--- config.mk ---
export PLATFORM = sky130hd
export DESIGN_NAME = positional_and_sorted_insert_array_top
export DESIGN_NICKNAME = d
export VERILOG_FILES = /design/src/rtl/pais_pkg.sv /design/src/rtl/pais_cell.sv /design/src/rtl/positional_and_sorted_insert_array_top.sv
export SDC_FILE = /design/constraint.sdc
export NUM_CORES = 2
export LEC_CHECK = 0
export BUFFER_PORTS_ARGS = -buffer_cell sky130_fd_sc_hd__buf_2
export CELL_PAD_IN_SITES_DETAIL_PLACEMENT = 2
export CELL_PAD_IN_SITES_GLOBAL_PLACEMENT = 2
export CORE_UTILIZATION = 46
export CTS_CLUSTER_SIZE = 14
export DETAILED_ROUTE_END_ITERATION = 8
export PLACE_DENSITY_LB_ADDON = 0.1
export REMOVE_ABC_BUFFERS = 1
export SLEW_MARGIN = 20
export SYNTH_ARGS = -nofsm -noshare
export SYNTH_HDL_FRONTEND = slang
export SYNTH_SLANG_ARGS = --single-unit
--- constraint.sdc ---
create_clock -name clk -period 11.1 [get_ports clk]
set_input_delay 1.11 -clock clk [delete_from_list [all_inputs] [get_ports clk]]
set_output_delay 1.11 -clock clk [all_outputs]
set_load 0.005 [all_outputs]
--- src/rtl/pais_pkg.sv ---
// shared types and constants for the insertion array
package pais_pkg;

	localparam int DEPTH = 32;
	localparam int IDX_W = $clog2(DEPTH);
	localparam int CNT_W = $clog2(DEPTH + 1);
	localparam int POS_W = 6;
	localparam int CMP_W = (CNT_W > POS_W) ? CNT_W : POS_W;

	typedef enum logic [1:0] {
		OP_FRONT  = 2'd0,
		OP_APPEND = 2'd1,
		OP_POS    = 2'd2,
		OP_SORTED = 2'd3
	} op_t;

	typedef enum logic [1:0] {
		ST_OK    = 2'd0,
		ST_RANGE = 2'd1,
		ST_FULL  = 2'd2
	} status_t;

	typedef struct packed {
		logic [1:0]        operation;
		logic signed [31:0] value;
		logic [POS_W-1:0]  position;
	} req_t;

	typedef struct packed {
		logic [1:0]        status;
		logic signed [31:0] element;
		logic [4:0]        element_index;
		logic [5:0]        entry_count;
		logic              last;
	} rsp_t;

	// control broadcast from the sequencer to every cell
	typedef struct packed {
		logic               insert;
		logic               rotate;
		logic               sorted;
		logic signed [31:0] value;
		logic [CNT_W-1:0]   at;
		logic [CNT_W-1:0]   count;
	} ctl_t;

endpackage

--- src/rtl/pais_cell.sv ---
// one storage cell of the insertion chain
module pais_cell import pais_pkg::*; (
	input  logic                clk,
	input  logic [IDX_W-1:0]    idx,
	input  ctl_t                ctl,
	input  logic signed [31:0]  left_data,
	input  logic signed [31:0]  right_data,
	input  logic                after_in,
	output logic                after_out,
	output logic signed [31:0]  data
);

	logic signed [31:0] data_q;
	logic               hit;
	logic               occupied;

	assign occupied = {{(CNT_W-IDX_W){1'b0}}, idx} < ctl.count;

	// sorted: first occupied entry above the value, or the first free slot
	always_comb begin
		if (ctl.sorted) begin
			hit = occupied ? (data_q > ctl.value) : 1'b1;
		end else begin
			hit = ({{(CNT_W-IDX_W){1'b0}}, idx} == ctl.at);
		end
	end

	assign after_out = after_in | hit;

	always_ff @(posedge clk) begin
		if (ctl.insert) begin
			if (after_out) begin
				data_q <= after_in ? left_data : ctl.value;
			end
		end else if (ctl.rotate) begin
			data_q <= right_data;
		end
	end

	assign data = data_q;

endmodule

--- src/rtl/positional_and_sorted_insert_array_top.sv ---
// insertion array: a chain of cells and the sequencer that drives it
// a request is taken only in the idle state; an accepted insert passes through the insert state,
//   then the emit state streams the entries, holding while the output stalls, and the spin state
//   completes the ring rotation; a rejected request gives its single result in the cycle after the beat
// no new request is taken until the full ring rotation ends and the sequencer is idle again
// reset clears the entry count and control only; the cells hold no reset value
module positional_and_sorted_insert_array_top import pais_pkg::*; (
	input  logic clk,
	input  logic arst_n,
	input  logic req_valid,
	output logic req_ready,
	input  req_t req,
	output logic rsp_valid,
	input  logic rsp_ready,
	output rsp_t rsp
);

	typedef enum logic [4:0] {
		S_IDLE   = 5'b00001,
		S_INSERT = 5'b00010,
		S_EMIT   = 5'b00100,
		S_SPIN   = 5'b01000,
		S_ERR    = 5'b10000
	} state_t;

	localparam logic [CNT_W-1:0] CNT_FULL = CNT_W'(DEPTH);
	localparam logic [CNT_W-1:0] CNT_LAST = CNT_W'(DEPTH - 1);

	state_t             state_q;
	req_t               req_q;
	logic [1:0]         err_q;
	logic [CNT_W-1:0]   count_q;
	logic [CNT_W-1:0]   rot_q;
	ctl_t               ctl;
	logic               out_last;
	logic               out_beat;
	logic               range_bad;
	logic signed [31:0] data [DEPTH];
	logic               after [DEPTH+1];

	assign range_bad = CMP_W'(req.position) > CMP_W'(count_q);
	assign out_last  = (rot_q + CNT_W'(1)) == count_q;
	assign out_beat  = rsp_valid & rsp_ready;

	always_comb begin
		ctl.insert = (state_q == S_INSERT);
		ctl.rotate = (state_q == S_SPIN) || ((state_q == S_EMIT) && rsp_ready);
		ctl.sorted = (req_q.operation == OP_SORTED);
		ctl.value  = req_q.value;
		ctl.count  = count_q;
		case (req_q.operation)
			OP_FRONT:  ctl.at = '0;
			OP_POS:    ctl.at = CNT_W'(req_q.position);
			default:   ctl.at = count_q;
		endcase
	end

	assign after[0] = 1'b0;

	for (genvar k = 0; k < DEPTH; k++) begin : g_cell
		pais_cell u_cell (
			.clk        (clk),
			.idx        (IDX_W'(k)),
			.ctl        (ctl),
			.left_data  ((k == 0) ? req_q.value : data[(k + DEPTH - 1) % DEPTH]),
			.right_data (data[(k + 1) % DEPTH]),
			.after_in   (after[k]),
			.after_out  (after[k+1]),
			.data       (data[k])
		);
	end

	always_ff @(posedge clk or negedge arst_n) begin
		if (!arst_n) begin
			state_q <= S_IDLE;
			count_q <= '0;
			rot_q   <= '0;
		end else begin
			unique case (state_q)
				S_IDLE: begin
					if (req_valid) begin
						if (count_q == CNT_FULL) begin
							state_q <= S_ERR;
						end else if (req.operation == OP_POS && range_bad) begin
							state_q <= S_ERR;
						end else begin
							state_q <= S_INSERT;
						end
					end
				end
				S_INSERT: begin
					count_q <= count_q + CNT_W'(1);
					rot_q   <= '0;
					state_q <= S_EMIT;
				end
				S_EMIT: begin
					if (rsp_ready) begin
						rot_q <= rot_q + CNT_W'(1);
						if (out_last) begin
							// finish the ring so cell 0 holds entry 0 again
							state_q <= (rot_q == CNT_LAST) ? S_IDLE : S_SPIN;
						end
					end
				end
				S_SPIN: begin
					rot_q <= rot_q + CNT_W'(1);
					if (rot_q == CNT_LAST) begin
						state_q <= S_IDLE;
					end
				end
				S_ERR: begin
					if (rsp_ready) begin
						state_q <= S_IDLE;
					end
				end
				default: state_q <= S_IDLE;
			endcase
		end
	end

	always_ff @(posedge clk) begin
		if (state_q == S_IDLE && req_valid) begin
			req_q <= req;
			err_q <= (count_q == CNT_FULL) ? ST_FULL : ST_RANGE;
		end
	end

	assign req_ready = (state_q == S_IDLE);
	assign rsp_valid = (state_q == S_EMIT) || (state_q == S_ERR);

	always_comb begin
		if (state_q == S_ERR) begin
			rsp.status        = err_q;
			rsp.element       = '0;
			rsp.element_index = '0;
			rsp.entry_count   = 6'(count_q);
			rsp.last          = 1'b1;
		end else begin
			rsp.status        = ST_OK;
			rsp.element       = data[0];
			rsp.element_index = 5'(rot_q);
			rsp.entry_count   = 6'(count_q);
			rsp.last          = out_last;
		end
	end

endmodule

## Word level (Yosys, flattened, before mapping)

Index checks and enable logic that the tools add are counted.

| storage, ports and cells | value |
|---|---|
| flip-flop bits (word level) | 1083 |
| bits in latches | 0 |
| RAM bits | 0 |
| bits in read-only memories | 0 |
| input port bits | 44 |
| output and inout bits | 48 |
| word-level logic and storage cells | 464 |
| memories | 0 |

| operators by class | value |
|---|---|
| add/subtract/negate cells | 2 |
| $mul | 0 |
| div/mod/pow operators | 0 |
| magnitude comparators | 65 |
| equality and inequality tests | 79 |
| shift operators | 0 |
| multiplexer cells | 205 |
| bitwise logic cells | 31 |
| reduce and logical (&&, ||, !) cells | 43 |

Operators with widths:

| kind | number |
|---|---|
| 32-bit two-way mux | 127 |
| 32-bit greater-than comparator | 32 |
| 5-bit by 6-bit == test with 1-bit output (first input constant) | 16 |
| 5-bit by 6-bit less-than comparator with 1-bit output (first input constant) | 16 |
| 2-bit by 1-bit != test with 1-bit output (second input constant) | 33 |
| 2-bit AND reduction | 33 |
| 1-bit two-way mux | 64 |
| 4-bit by 6-bit == test with 1-bit output (first input constant) | 8 |
| 4-bit by 6-bit less-than comparator with 1-bit output (first input constant) | 8 |
| 46-bit two-way mux | 1 |
| 5-bit two-way mux | 7 |
| 1-bit OR | 31 |
| 5-bit case mux with 5 select lines | 1 |
| 3-bit by 6-bit == test with 1-bit output (first input constant) | 4 |
| 3-bit by 6-bit less-than comparator with 1-bit output (first input constant) | 4 |
| 6-bit case mux with 3 select lines | 1 |
| 6-bit by 1-bit adder with 6-bit output (second input constant) | 2 |
| 2-bit by 6-bit == test with 1-bit output (first input constant) | 2 |
| 1-bit by 6-bit less-than comparator with 1-bit output (first input constant) | 2 |
| 2-bit by 6-bit less-than comparator with 1-bit output (first input constant) | 2 |
| 6-bit case mux with 2 select lines | 1 |
| 2-bit != test (second input constant) | 4 |
| 1-bit by 6-bit == test with 1-bit output (first input constant) | 1 |
| 2-bit == test (second input constant) | 3 |
| 19 further kinds | 22 |

## Longest topological paths before layout

| logic depth | value |
|---|---|
| depth after elaboration | 37 |
| mapped depth | 17 |
| gate-level depth less buffers | 13 |

## By module

A second synthesis with hierarchy kept.

| unflattened totals | value |
|---|---|
| cells, all modules | 9655 |
| area, all modules | 89238.1 um^2 |

By module, submodules not included:

| module | instances | cells each | area an instance (um^2) | seq. area each (um^2) |
|---|---|---|---|---|
| pais_cell | 32 | 294 | 2698.8 | 960.9 |
| positional_and_sorted_insert_array_top | 1 | 247 | 2875.3 | 1687.9 |

## Least setup slack after synthesis

No wires, ideal clock.

| path | value |
|---|---|
| path kind | reg2reg |
| start | register req_q (netlist bit ctl[16]) |
| end | register g_cell[31].u_cell.data_q[0], enable pin |
| setup time | 0.466 ns |
| arrival | 6.220 ns |
| data required time | 10.634 ns |
| slack | 4.414 ns |
| stages on the path, launching flop included | 16 |
| path buffers | 2 |
| path through | edfxtp_1 > inv_1 > ha_1 > a22o_1 > nor4_1 > o21ai_0 > a311o_1 > o21a_1 > or4b_2 > nand3_1 > nor4_1 > nand4b_1 > clkbuf_1 > buf_2 > nor3_1 > o21ai_0 |

| on the way | value |
|---|---|
| longest elaborated chain between the ends | 36 |
| elaborated cells between the ends (all ways) | 129 |

RTL lines:

| item | line | text |
|---|---|---|
| start, declared | positional_and_sorted_insert_array_top.sv:30 | `req_t req_q;` |
| start signal, assigned | positional_and_sorted_insert_array_top.sv:123 | `req_q <= req;` |
| 32-bit greater-than comparator | pais_cell.sv:22 | `hit = occupied ? (data_q > ctl.value) : 1'b1;` |
| 1-bit two-way mux | pais_cell.sv:22 |  |
| 1-bit two-way mux | pais_cell.sv:21 | `if (ctl.sorted) begin` |
| 1-bit OR (30 in a row) | pais_cell.sv:28 | `assign after_out = after_in \| hit;` |
| 1-bit OR (*) | pais_cell.sv:28 |  |
| 2-bit by 1-bit != test with 1-bit output (no line) (*) | - |  |
| 2-bit AND reduction (no line) (*) | - |  |
| end signal, assigned | pais_cell.sv:33 | `data_q <= after_in ? left_data : ctl.value;` |
| end signal, assigned | pais_cell.sv:36 | `data_q <= right_data;` |
| end, declared | pais_cell.sv:13 | `logic signed [31:0] data_q;` |

Mark *: on every way between the ends. The rest lies on a longest branch, timed or not.
A chain may end at the register's enable or synchronous reset.

## Worst setup path after layout

| path | value |
|---|---|
| start | register req_q (netlist bit ctl[22]) |
| end | register g_cell[31].u_cell.data_q[31], enable pin |

The elaborated chain is that of the path after synthesis.

==> flow_results.org <==
** Timing
- Setup violations remaining at the end of the flow were counted as 0.
- Based on the critical path, the design can be clocked at up to 129 MHz.
- Number of max-slew violations in the final report :: 0
- Number of hold violations in the final report :: 0
- For the pin with the worst max-slew slack, the measured transition is 1.20 ns.
- Dividing the final minimum period by the clock period gives 0.697.
- Tightest slew margin relative to the limit :: 0.201
- Adding up every negative setup slack in the final design gives 0 ns.
- Setup repair after global routing left no endpoint under its margin.
- The smallest clock period supported by the final layout is computed as 7.74 ns.
- Between clock sinks in the finished design, the worst skew comes to 0.0361 ns.

** Clock network
- After clock tree synthesis, the repair step resized 0 gates.
- CTS saw 1083 sinks.
- In this run the post-CTS setup repair buffer count came out at 0.
- After clock tree synthesis, the flow added hold-fix buffers numbering 0.
- H-tree levels :: 4
- The tree is rooted in a clkbuf_16.
- Clock-pin slew was measured on the worst setup and hold paths at 0.06 ns.
- Clock latency of the later-clocked register in the worst-skew pair :: 0.81 ns
- CTS Buffer Depth :: 3
- Buffers inserted during clock tree synthesis total 138.
- CTS tree :: built

** Synth
- Combined area of all synthesized cells :: 77900 sq um
- A synthesized cell averages 9.85 sq um.
- Number of warning messages in the yosys log :: 0
- Most used DFF post-synth :: edfxtp_1
- Flops & latches, synth :: 1083
- Of the synthesized area, sequential elements account for 0.416.
- Yosys mapped a number of flops with a built-in enable equal to 1066.
- Fraction of registers with async set or reset after synthesis :: 0.0157
- Synthesis produced a netlist whose cell count is 7907.
- Yosys mapped the design onto 86 distinct sky130hd cell types.

** Critical path
- Data required time of the worst path :: 11.54 ns
- Crit-path cells :: buf_4 > inv_2 > buf_4 > ha_1 > nand2_1 > nor4_1 > o311ai_0 > a21boi_0 > or3_1 > o2111a_1 > nor4_1 > nand4_2 > buf_4 > nand4b_1 > buf_4 > buf_4 > nor3_1 > o21ai_2 > buf_4
- The largest single stage delay on the critical path is 0.64 ns.
- The largest individual stage delay along the critical path comes from the cell buf_4.
- Startpoint Class :: flop
- For the worst setup path, the data arrival time is 8.18 ns.
- Along the worst path, the maximum fanout reaches 65.
- The worst setup path is captured at a flop.
- In this design, the critical path's most frequently occurring cell is buf_4.
- By startpoint and endpoint, the worst setup path is classified as reg -> reg.
- Number of cells traversed by the worst register-to-register path :: 19

** Power and ir drop
- In this run the power spent charging and discharging nets is 11.9 mW.
- The analysis attributes to cell leakage a power of 33.9 nW.
- For this design the ratio of total power to cell area is 290 nW/um^2.
- The internal power of the cells totals 12.9 mW.
- Relative contribution of the clock network to total power :: 0.185
- Of the total power, combinational logic draws 0.478.
- Flop pwr share :: 0.337
- Of the total power, the share spent switching nets is 0.479.
- Maximum vdd drop :: 0.000245 V

** Place
- Port buffering added 91 buffers.
- At the end of routability-driven placement, the weighted congestion stood at 0.962.
- After legalization and detailed placement, the total HPWL measured 286000 um.

** Drt
- The first TritonRoute pass finished after 5 iterations.
- Violation count after the first detailed-route iteration :: 9018
- Post-detailed-route count of antenna-violating nets :: 0
- Number of DRC violations after detailed routing :: 0
- Across all layers, the routed design uses 73405 vias.
- For this block, the routed nets add up to 398000 um of wire.
- In the routed layout, each cell is associated on average with a via count of 7.17.
- Routed WL per cell :: 38.9 um

** Die
- In this run the count of I/O pins placed on the die edge is 92.
- The die is 414 um wide.
- FP Rows :: 150
- Die outline area :: 171000 sq um
- Die boundary height :: 414 um
- The region available for standard cell placement spans 168000 sq um.
- Initial Utilization :: 0.465

** Final layout
- Of the cells placed in the final design, the portion with a size suffix greater than 1 is 0.0782.
- In the layout the commonest cells are edfxtp_1 (1066), ha_1 (1033), nand2_1 (971).
- The area growth from synthesis to layout is 10.0%.
- Core utilization of the finished layout :: 0.512
- In the final design database the tool counted 8964 nets.
- Leaving out fill and tap cells, the most frequent cell in the layout is edfxtp_1.

** GRT
- The total overflow left after global routing is 0.
- Global Route Usage Sum :: 0.455
- Largest net degree at the start of global routing :: 161
- The via count of the first global-routing pass was 75815.
- The first global-routing pass estimated 557000 um of wire.
- Antenna violations before repair :: 48

** Job
- The tool flagged a number of max-cap violations equal to 0.

** Outcome
- Outcome :: completed

** Min path
- The tightest min-delay check is of the in -> async type.
[state kept, by name, indices dropped and copies added (netlist names)]
| signal | flops |
|---|---|
| g_cell.u_cell.data | 1024 |
| ctl | 32 |
| req_q | 8 |
| count_q | 6 |
| rot_q | 6 |
| state_q | 5 |
| err_q | 2 |
[through the flow]
step	area (sq um)	instances	hold slack (ns)	setup WS [ns]	power, mW
after floorplan	76000	7434	0.488	-21.59	15.1
after global placement	81200	9947	0.517	4.11	18.6
after detailed placement	81200	9948	0.529	3.76	19.5
after CTS	85500	10194	0.286	3.70	24.3
after global routing	85600	10201	0.315	3.35	25.6
final	85700	10234	0.311	3.36	24.8
[final cells by class]
cell class / count / area (sq um)
Tap cell: 2204 / 2760
Timing Repair Buffer: 313 / 2320
Clock buffer: 176 / 3740
Inverter: 125 / 469
Sequential cell: 1083 / 32400
Clock inverter: 70 / 579
Antenna cell: 37 / 92.6
Fill cell: 17217 / 81900
Multi-Input combinational cell: 6226 / 43300
[cell usage after synthesis, types with 33 or more instances]
master    count  area, sq um
o31a_1       35          307
edfxtp_1   1066        32000
nor3_1       64          320
a21o_1      124          931
a31oi_1      34          213
o21a_1       39          293
ha_1       1033        12900
o21ai_0     716         3580
nor4_1       41          257
buf_2        39          195
a211oi_1     47          353
nor2_1      586         2200
buf_4        38          285
nand2b_1     34          213
nand2_1     991         3720
and2_1       47          294
o211ai_1    206         1550
inv_1       125          469
clkbuf_1    363         1360
mux2i_1     665         6660
nand3_1     277         1390
a21oi_1     718         3590
nand4_1     185         1160
buf_1        33          124
nor2b_1      38          238
[path summary, 6_finish.rpt]
kind / to / start / slack, ns
min reg2reg: state_q[2] / state_q[2] / 0.54
min in group clk: req_q[39] / req[39] / 0.50
min: count_q[1] / arst_n / 0.31
max: g_cell[31].u_cell.data[31] / ctl[22] / 3.36
max reg2reg: g_cell[31].u_cell.data[31] / ctl[22] / 3.36
max in group asynchronous: count_q[3] / arst_n / 10.37
[critical path: cells and delay by family (launching register included)]
family | cells | cell delay [ns]
AOI/OAI and AO/OA | 4 | 1.68
adders and majority gates | 1 | 0.21
buffers and inverters | 7 | 3.37
DFF | 1 | 0.37
and+or+nand+nor | 7 | 1.50
[kinds of logic (layout without fill, tap and decap cells)]
family	after synthesis	in the layout	synth area share
compound gates	2128	2128	0.161
xor+xnor	16	16	0.00180
fa+ha+maj	1033	1033	0.166
buf+inv	598	684	0.0313
flops	1083	1083	0.416
mux	668	668	0.0859
other cells	0	37	0
simple gates	2381	2381	0.138
[metal layers]
metal | global-route usage | part of all wire
met3 | 0.129 | 0.12
met4 | 0.326 | 0.081
met5 | 0 | 0.00086
met1 | 0.562 | 0.37
met2 | 0.682 | 0.43
[power groups by stage]
stage / Clock (mW) / Sequential [mW] / Combinational (mW)
2_1_floorplan: 0 / 7.41 / 7.71
3_3_place_gp: 0 / 8.28 / 10.3
3_5_place_dp: 0 / 8.31 / 11.2
4_1_cts: 4.59 / 8.26 / 11.4
5_1_grt: 4.71 / 8.36 / 12.6
6_report: 4.60 / 8.37 / 11.9
Note: power is estimated with default switching activity, not from simulation.
